`src/hdl/i2cmrb_pkg.sv`:
```
package i2cmrb_pkg;

  // Register offsets in the access window
  localparam logic [13:0] OFF_OWN_ADDR = 14'h0000;
  localparam logic [13:0] OFF_CLK_DIV  = 14'h0004;
  localparam logic [13:0] OFF_CONTROL  = 14'h0008;
  localparam logic [13:0] OFF_STATUS   = 14'h000C;
  localparam logic [13:0] OFF_DATA     = 14'h0010;

  // Control register bits
  localparam logic [15:0] CR_MSTA = 16'h0020;
  localparam logic [15:0] CR_MTX  = 16'h0010;
  localparam logic [15:0] CR_RSTA = 16'h0004;

  // Status register bits
  localparam logic [15:0] SR_ICF  = 16'h0080;
  localparam logic [15:0] SR_IBB  = 16'h0020;
  localparam logic [15:0] SR_IAL  = 16'h0010;
  localparam logic [15:0] SR_IIF  = 16'h0002;
  localparam logic [15:0] SR_RXAK = 16'h0001;

  localparam logic CMD_READ  = 1'b0;
  localparam logic CMD_WRITE = 1'b1;

  typedef struct packed {
    logic        cmd;
    logic [13:0] addr_offset;
    logic        halfword_access;
    logic [15:0] write_data;
    logic        slave_present;
    logic [7:0]  slave_rx_byte;
    logic        slave_extra_completion;
  } req_t;

  typedef struct packed {
    logic [15:0] read_data;
    logic        access_error;
    logic        unknown_slave;
    logic        slave_start;
    logic        slave_start_read;
    logic [6:0]  slave_address;
    logic        slave_write_strobe;
    logic [7:0]  slave_write_byte;
    logic        slave_read_strobe;
    logic        completion_query;
  } rsp_t;

endpackage

```
`src/hdl/i2c_master_register_block_core.sv`:
```
// Channel | Direction | Handshake            | Payload
// req     | in        | req_valid, req_stall | req (i2cmrb_pkg::req_t), one bus access
// rsp     | out       | rsp_valid, rsp_stall | rsp (i2cmrb_pkg::rsp_t), its result
//
// Each accepted req beat is decoded and applied to the register state in the
// cycle it is accepted; its result is registered into rsp, or into the skid
// register while rsp waits. Sustained rate is one beat per cycle while rsp_stall is low.
// A two-entry output stage (result register plus skid register) lets a new
// req beat in while a result waits; req_stall rises only when both are full.
// Reset (rst, synchronous) zeroes the state registers except expect_address, which
// it sets, and empties the output stage.
module i2c_master_register_block_core (
  input  logic               clk,
  input  logic               rst,
  input  logic               req_valid,
  output logic               req_stall,
  input  i2cmrb_pkg::req_t   req,
  output logic               rsp_valid,
  input  logic               rsp_stall,
  output i2cmrb_pkg::rsp_t   rsp
);

  // Architectural state
  logic [15:0] own_address_reg,   own_address_reg_next;
  logic [15:0] clock_divider_reg, clock_divider_reg_next;
  logic [15:0] control_reg,       control_reg_next;
  logic [15:0] status_reg,        status_reg_next;
  logic [15:0] data_reg,          data_reg_next;
  logic        slave_selected,    slave_selected_next;
  logic [6:0]  selected_address,  selected_address_next;
  logic [7:0]  receive_shift,     receive_shift_next;
  logic        expect_address,    expect_address_next;
  logic        reading_phase,     reading_phase_next;
  logic        dummy_read_pending,    dummy_read_pending_next;
  logic        stop_after_final_read, stop_after_final_read_next;
  logic        transmit_done_pending, transmit_done_pending_next;

  // Output stage
  logic             skid_valid;
  i2cmrb_pkg::rsp_t skid;
  i2cmrb_pkg::rsp_t result;

  logic accept;
  logic take;

  assign req_stall = skid_valid;
  assign accept    = req_valid & ~req_stall;
  assign take      = rsp_valid & ~rsp_stall;

  // Decode the access and compute the next state and the result beat.
  always_comb begin
    logic [13:0] off;
    logic        lane;
    logic        err;
    logic [15:0] v;
    logic [15:0] val;
    logic [15:0] s;
    logic        was_m;
    logic        is_m;
    logic        rep;
    logic        had;
    logic [7:0]  b;
    logic        unk;

    own_address_reg_next       = own_address_reg;
    clock_divider_reg_next     = clock_divider_reg;
    control_reg_next           = control_reg;
    status_reg_next            = status_reg;
    data_reg_next              = data_reg;
    slave_selected_next        = slave_selected;
    selected_address_next      = selected_address;
    receive_shift_next         = receive_shift;
    expect_address_next        = expect_address;
    reading_phase_next         = reading_phase;
    dummy_read_pending_next    = dummy_read_pending;
    stop_after_final_read_next = stop_after_final_read;
    transmit_done_pending_next = transmit_done_pending;
    result = '0;
    v      = '0;
    s      = status_reg;
    was_m  = 1'b0;
    is_m   = 1'b0;
    rep    = 1'b0;
    had    = 1'b0;
    b      = '0;
    unk    = 1'b0;

    // Byte accesses pick a lane with bit 0; halfword accesses must be even.
    lane = ~req.halfword_access & req.addr_offset[0];
    off  = req.halfword_access ? req.addr_offset : {req.addr_offset[13:1], 1'b0};
    err  = req.halfword_access & req.addr_offset[0];
    if (off != i2cmrb_pkg::OFF_OWN_ADDR && off != i2cmrb_pkg::OFF_CLK_DIV &&
        off != i2cmrb_pkg::OFF_CONTROL && off != i2cmrb_pkg::OFF_STATUS &&
        off != i2cmrb_pkg::OFF_DATA) begin
      err = 1'b1;
    end

    if (req.halfword_access) begin
      val = req.write_data;
    end else if (lane) begin
      val = {req.write_data[7:0], 8'h00};
    end else begin
      val = {8'h00, req.write_data[7:0]};
    end

    if (err) begin
      // Unsupported offset: flag it, touch nothing.
      result.access_error = 1'b1;
    end else if (req.cmd == i2cmrb_pkg::CMD_READ) begin
      unique case (off)
        i2cmrb_pkg::OFF_OWN_ADDR: begin
          v = own_address_reg;
        end
        i2cmrb_pkg::OFF_CLK_DIV: begin
          v = clock_divider_reg;
        end
        i2cmrb_pkg::OFF_CONTROL: begin
          v = control_reg;
        end
        i2cmrb_pkg::OFF_STATUS: begin
          // Complete a transmitted byte that is still pending.
          if ((control_reg & i2cmrb_pkg::CR_MSTA) != '0 &&
              (s & i2cmrb_pkg::SR_IIF) == '0 && transmit_done_pending) begin
            s = s | i2cmrb_pkg::SR_ICF | i2cmrb_pkg::SR_IIF;
            transmit_done_pending_next = 1'b0;
          end
          // Master receive completes a byte on its own.
          if (slave_selected && reading_phase && !dummy_read_pending &&
              (control_reg & (i2cmrb_pkg::CR_MSTA | i2cmrb_pkg::CR_MTX)) ==
                i2cmrb_pkg::CR_MSTA &&
              (s & i2cmrb_pkg::SR_IIF) == '0) begin
            s = s | i2cmrb_pkg::SR_ICF | i2cmrb_pkg::SR_IIF;
          end
          s = (s & (i2cmrb_pkg::SR_ICF | i2cmrb_pkg::SR_IIF | i2cmrb_pkg::SR_IAL |
                    i2cmrb_pkg::SR_RXAK)) |
              (((control_reg & i2cmrb_pkg::CR_MSTA) != '0) ? i2cmrb_pkg::SR_IBB : '0);
          status_reg_next = s;
          v = s;
        end
        default: begin
          // Data read: the shift register lags one byte behind the bus.
          s = s | i2cmrb_pkg::SR_ICF;
          v = data_reg;
          if (slave_selected && reading_phase &&
              (control_reg & i2cmrb_pkg::CR_MTX) == '0) begin
            receive_shift_next      = req.slave_rx_byte;
            result.slave_read_strobe = 1'b1;
            dummy_read_pending_next = 1'b0;
            data_reg_next           = {8'h00, receive_shift};
            v                       = {8'h00, receive_shift};
            s = s | i2cmrb_pkg::SR_IIF;
            if (stop_after_final_read) begin
              slave_selected_next        = 1'b0;
              reading_phase_next         = 1'b0;
              stop_after_final_read_next = 1'b0;
            end
          end
          status_reg_next = s;
        end
      endcase
      if (req.halfword_access) begin
        result.read_data = v;
      end else if (lane) begin
        result.read_data = {8'h00, v[15:8]};
      end else begin
        result.read_data = {8'h00, v[7:0]};
      end
    end else begin
      unique case (off)
        i2cmrb_pkg::OFF_OWN_ADDR: begin
          own_address_reg_next = val;
        end
        i2cmrb_pkg::OFF_CLK_DIV: begin
          clock_divider_reg_next = val;
        end
        i2cmrb_pkg::OFF_CONTROL: begin
          was_m = (control_reg & i2cmrb_pkg::CR_MSTA) != '0;
          is_m  = (val & i2cmrb_pkg::CR_MSTA) != '0;
          rep   = was_m && is_m && (val & i2cmrb_pkg::CR_RSTA) != '0 &&
                  (control_reg & i2cmrb_pkg::CR_RSTA) == '0;
          control_reg_next = val;
          if (!was_m && is_m) begin
            // START
            status_reg_next     = status_reg | i2cmrb_pkg::SR_IBB;
            expect_address_next = 1'b1;
          end else if (rep) begin
            expect_address_next = 1'b1;
          end else if (was_m && !is_m) begin
            // STOP: hold the slave until its final read if receiving.
            status_reg_next = (status_reg & ~i2cmrb_pkg::SR_IBB) |
                              i2cmrb_pkg::SR_ICF | i2cmrb_pkg::SR_IIF;
            expect_address_next        = 1'b1;
            dummy_read_pending_next    = 1'b0;
            transmit_done_pending_next = 1'b0;
            if (slave_selected && reading_phase) begin
              stop_after_final_read_next = 1'b1;
            end else begin
              slave_selected_next        = 1'b0;
              reading_phase_next         = 1'b0;
              stop_after_final_read_next = 1'b0;
            end
          end else if (is_m && slave_selected && reading_phase &&
                       (control_reg & i2cmrb_pkg::CR_MTX) != '0 &&
                       (val & i2cmrb_pkg::CR_MTX) == '0) begin
            // Switch to receive: the next data read is a dummy read.
            receive_shift_next      = '0;
            dummy_read_pending_next = 1'b1;
          end
        end
        i2cmrb_pkg::OFF_STATUS: begin
          had = (status_reg & i2cmrb_pkg::SR_IIF) != '0;
          s   = status_reg & (val | ~(i2cmrb_pkg::SR_IIF | i2cmrb_pkg::SR_IAL));
          status_reg_next = s;
          if (had && (s & i2cmrb_pkg::SR_IIF) == '0 && slave_selected) begin
            result.completion_query = 1'b1;
            if (req.slave_extra_completion) begin
              transmit_done_pending_next = 1'b1;
            end
          end
        end
        default: begin
          b = val[7:0];
          data_reg_next = val;
          if ((control_reg & i2cmrb_pkg::CR_MTX) != '0) begin
            if (expect_address) begin
              // Address byte: select the slave and record the direction.
              selected_address_next = b[7:1];
              reading_phase_next    = b[0];
              if (!req.slave_present) begin
                slave_selected_next = 1'b0;
                s   = s | i2cmrb_pkg::SR_RXAK;
                unk = 1'b1;
              end else begin
                slave_selected_next     = 1'b1;
                result.slave_start      = 1'b1;
                result.slave_start_read = b[0];
              end
              if (b[0]) begin
                dummy_read_pending_next = 1'b1;
                receive_shift_next      = '0;
              end
              expect_address_next = 1'b0;
            end else if (slave_selected && !reading_phase) begin
              result.slave_write_strobe = 1'b1;
              result.slave_write_byte   = b;
            end
          end
          s = s & ~i2cmrb_pkg::SR_ICF;
          transmit_done_pending_next = 1'b1;
          if (!unk) begin
            s = s & ~i2cmrb_pkg::SR_RXAK;
          end
          status_reg_next = s;
        end
      endcase
    end

    result.unknown_slave = unk;
    if (!err && (slave_selected_next || result.slave_start || result.slave_write_strobe ||
                 result.slave_read_strobe || unk)) begin
      result.slave_address = selected_address_next;
    end
  end

  // Advance state on each accepted beat.
  always_ff @(posedge clk) begin
    if (rst) begin
      own_address_reg       <= '0;
      clock_divider_reg     <= '0;
      control_reg           <= '0;
      status_reg            <= '0;
      data_reg              <= '0;
      slave_selected        <= 1'b0;
      selected_address      <= '0;
      receive_shift         <= '0;
      expect_address        <= 1'b1;
      reading_phase         <= 1'b0;
      dummy_read_pending    <= 1'b0;
      stop_after_final_read <= 1'b0;
      transmit_done_pending <= 1'b0;
    end else if (accept) begin
      own_address_reg       <= own_address_reg_next;
      clock_divider_reg     <= clock_divider_reg_next;
      control_reg           <= control_reg_next;
      status_reg            <= status_reg_next;
      data_reg              <= data_reg_next;
      slave_selected        <= slave_selected_next;
      selected_address      <= selected_address_next;
      receive_shift         <= receive_shift_next;
      expect_address        <= expect_address_next;
      reading_phase         <= reading_phase_next;
      dummy_read_pending    <= dummy_read_pending_next;
      stop_after_final_read <= stop_after_final_read_next;
      transmit_done_pending <= transmit_done_pending_next;
    end
  end

  // Output stage: the skid register drains into rsp first, keeping order.
  always_ff @(posedge clk) begin
    if (rst) begin
      rsp_valid  <= 1'b0;
      skid_valid <= 1'b0;
    end else if (take || !rsp_valid) begin
      if (skid_valid) begin
        rsp_valid  <= 1'b1;
        skid_valid <= 1'b0;
      end else begin
        rsp_valid <= accept;
      end
    end else if (accept) begin
      skid_valid <= 1'b1;
    end
  end

  always_ff @(posedge clk) begin
    if (take || !rsp_valid) begin
      if (skid_valid) begin
        rsp <= skid;
      end else if (accept) begin
        rsp <= result;
      end
    end else if (accept) begin
      skid <= result;
    end
  end

endmodule

```
`config.mk`:
```
export PLATFORM = sky130hd
export DESIGN_NAME = i2c_master_register_block_core
export DESIGN_NICKNAME = d
export VERILOG_FILES = /design/src/hdl/i2cmrb_pkg.sv /design/src/hdl/i2c_master_register_block_core.sv
export SDC_FILE = /design/constraint.sdc
export NUM_CORES = 1
export LEC_CHECK = 0
export BUFFER_PORTS_ARGS = -buffer_cell sky130_fd_sc_hd__buf_2
export CORE_AREA = 4 4 91 179
export DETAILED_ROUTE_END_ITERATION = 16
export DIE_AREA = 0 0 95 183
export GPL_TIMING_DRIVEN = 0
export PLACE_DENSITY = 0.75
export SYNTH_ARGS = -nofsm -noshare
export SYNTH_HDL_FRONTEND = slang
export SYNTH_SLANG_ARGS = --single-unit
export TNS_END_PERCENT = 100
```
`constraint.sdc`:
```
create_clock -name clk -period 3.32 [get_ports clk]
set_input_delay 0.332 -clock clk [delete_from_list [all_inputs] [get_ports clk]]
set_output_delay 0.332 -clock clk [all_outputs]
set_load 0.1 [all_outputs]
```
==> impl_metrics.ini <==
[run_status]
status = finished clean

[synthesis]
synth.yosys.warnings = 0
synthesis.nets = 909
register_bit_count_reported_by_yosys = 167
yosysUniqueCellTypes = 65
synth_top_area_share = 0.292
share_of_flip_flops_with_an_asynchronous_set_or_reset_after_synthesis = 0
synthesis.area_per_instance_um2 = 9.06
synth-edff-count = 76
seq_area_frac_synth = 0.525
synth_largest_area_cell = sky130_fd_sc_hd__edfxtp_1
syn_area_um2 = 7820
postSynthCellCount = 863
synth.top_cells.by_area = sky130_fd_sc_hd__edfxtp_1, sky130_fd_sc_hd__dfxtp_1, sky130_fd_sc_hd__nand2_1
yosys_most_used_dff = sky130_fd_sc_hd__dfxtp_1

[clocking]
insertion_delay_ps = 440
clockBufferDepth = 2
clk_pin_slew_worst_paths_ps = 60
postCtsSetupBuffers = 0
tritoncts = yes
tritoncts.num_buffers = 17
cts_hold_repair.buffers = 0
clock_sink_count = 167
cts.htree.levels = 4
clockRootBuffer = sky130_fd_sc_hd__clkbuf_16
post_cts_resized = 0

[sta]
timing.final.setup_violations = 0
slew-limit-headroom = 0.0279
finalMaxSlewViolations = 0
timing.setup.tns_ps = 0
hold_viol = 0
final_clock_period_utilization_by_the_worst_path = 0.934
least_margin_pin_slew_ps = 1440
maximum_operating_frequency_mhz = 322
finalClockSkew_ps = 8.52
grt_setup_unrepaired = false
min_period_ps = 3100

[global_routing]
antenna_violations_before_repair = 0
gr-usage-all-layers = 0.287
first_global_vias = 6932
grt_first_pass_wirelength_um = 37100
pin_count_of_the_biggest_net_entering_global_routing = 25
grt_overflow = 0

[floorplanning]
chipWidth_um = 95
floorplan.die.height_um = 183
placementRows = 63
floorplan.initialDensity = 0.528
io_pins = 86
die_area_um2 = 17400
design.core.area_um2 = 14800

[power_and_ir_drop]
p_leak_uw = 0.00321
power_per_unit_of_standard_cell_area_nw_per_um2 = 519
vdd_drop_max_mv = 0.390

[cells_and_area]
drive_above_1_share = 0.153
largest_registers = rsp: 38 flops, skid: 38 flops
finalNonFillerCells = 1176
finalInstanceArea_um2 = 9170
antenna_cells_inserted = 0
area_growth_synth_to_finish_pct = 17.3
design.final.nets = 1014

[detailed_routing]
dr_total_vias = 7003
drt-vias-per-instance = 5.95
drt-total-wl_um = 24200
first_iter_violations = 607
wl_per_cell_um = 20.6
postRouteAntennaNets = 0
detail_route.first_pass.iterations = 6
drcViolationCount = 0

[critical_path]
worstReg2RegStart = control_reg[4]
setup.worst_path.start = req[28]
rrSetupSlack_ps = 330
crit_required_ps = 3680
critical_path.max_fanout = 10
critPathArrivalTime_ps = 3470
timing.setup.critical_path_class = in2reg
startpoint_type_of_the_worst_setup_path = input port
type_of_element_capturing_the_critical_path = register

[place]
gp_congestion = 1.01
detailed_place.area_um2 = 8560
number_of_cells_in_the_design_after_placement = 1144
buffer_ports.inserted = 84
post-dp-hpwl_um = 18500

[worst_hold_path]
min-delay-start = req[5]
min_path_type = in2reg

[run]
max_cap_violations = 0
==> critical path: stages <==
cell	delay, ps
sky130_fd_sc_hd__buf_2	100
sky130_fd_sc_hd__or4_1	500
sky130_fd_sc_hd__buf_2	170
sky130_fd_sc_hd__nor4_2	750
sky130_fd_sc_hd__clkbuf_1	510
sky130_fd_sc_hd__nand4_1	370
sky130_fd_sc_hd__clkbuf_1	360
sky130_fd_sc_hd__nor2_1	190
sky130_fd_sc_hd__a21oi_1	60
sky130_fd_sc_hd__nor2_1	120
==> path summary, 6_finish.rpt <==
kind / to / depth (start not counted)
setup / recovery: clock_divider_reg[3] / 10
hold / removal: receive_shift[4] / 2
setup reg to reg: rsp[29] / 8
hold reg to reg: own_address_reg[14] / 2
==> synth_stat cells, drive strengths merged, types with 9 or more instances <==
| cell | instances |
|---|---|
| mux2i | 28 |
| o21ai | 50 |
| mux2 | 9 |
| a211oi | 20 |
| a22o | 9 |
| nor2 | 123 |
| nand2 | 153 |
| inv | 9 |
| a22oi | 10 |
| clkbuf | 57 |
| o31ai | 19 |
| nand3 | 11 |
| dfxtp | 91 |
| a21oi | 79 |
| edfxtp | 76 |
| and2 | 10 |
==> power breakdown <==
group | internal, uW | total, uW | switching, uW
combinational | 84.4 | 481 | 396
clock | 1200 | 2090 | 886
sequential | 2190 | 2200 | 9.96
total | 3470 | 4760 | 1290
==> kinds of logic after synthesis <==
family | count (synthesis) | share of synthesized area
buffers and inverters | 73 | 0.0381
DFF | 167 | 0.525
and+or+nand+nor | 363 | 0.207
AOI/OAI and AO/OA | 222 | 0.179
muxes | 38 | 0.0517
==> cells in the final DEF, fill, tap and decap left out, types with 8 or more instances in the layout <==
cell type / netlist / layout
sky130_fd_sc_hd__a211oi_1: 19 / 19
sky130_fd_sc_hd__a21oi_1: 79 / 78
sky130_fd_sc_hd__a22o_1: 9 / 9
sky130_fd_sc_hd__a22oi_1: 10 / 10
sky130_fd_sc_hd__and2_1: 10 / 10
sky130_fd_sc_hd__buf_2: 1 / 85
sky130_fd_sc_hd__clkbuf_1: 57 / 57
sky130_fd_sc_hd__clkbuf_16: 0 / 17
sky130_fd_sc_hd__dfxtp_1: 91 / 91
sky130_fd_sc_hd__edfxtp_1: 76 / 76
sky130_fd_sc_hd__inv_1: 9 / 9
sky130_fd_sc_hd__mux2_2: 9 / 9
sky130_fd_sc_hd__mux2i_1: 28 / 28
sky130_fd_sc_hd__nand2_1: 153 / 153
sky130_fd_sc_hd__nand3_1: 11 / 11
sky130_fd_sc_hd__nor2_1: 122 / 121
sky130_fd_sc_hd__nor2b_1: 8 / 8
sky130_fd_sc_hd__o21ai_0: 48 / 48
sky130_fd_sc_hd__o31ai_1: 15 / 15
==> area by class of cell <==
| type | count | area (um2) |
|---|---|---|
| inverters | 9 | 33.8 |
| clock inverters | 15 | 188 |
| plain buffers | 64 | 264 |
| multi-input cells | 623 | 3430 |
| well taps | 195 | 244 |
| flip-flops and latches | 167 | 4100 |
| clock buffers | 17 | 425 |
| repair buffers | 86 | 475 |
| fillers | 1331 | 5650 |
==> stage by stage <==
| step | worst slack [ps] | util | hold slack, ps | total power (uW) |
|---|---|---|---|---|
| floorplan | 45.3 | - | 431 | 2580 |
| global placement | -218 | 0.573 | 437 | 2710 |
| detailed placement | -131 | 0.577 | 445 | 2720 |
| CTS | 289 | 0.619 | 108 | 4770 |
| global route | 88.2 | 0.619 | 123 | 4870 |
| finish | 219 | 0.619 | 114 | 4760 |
==> layer usage <==
layer  share of wire  track usage
met3           0.061       0.0530
met4           0.083        0.228
met5               0            0
met2            0.51        0.486
met1            0.35        0.304
Power figures use the tool's default switching activity.
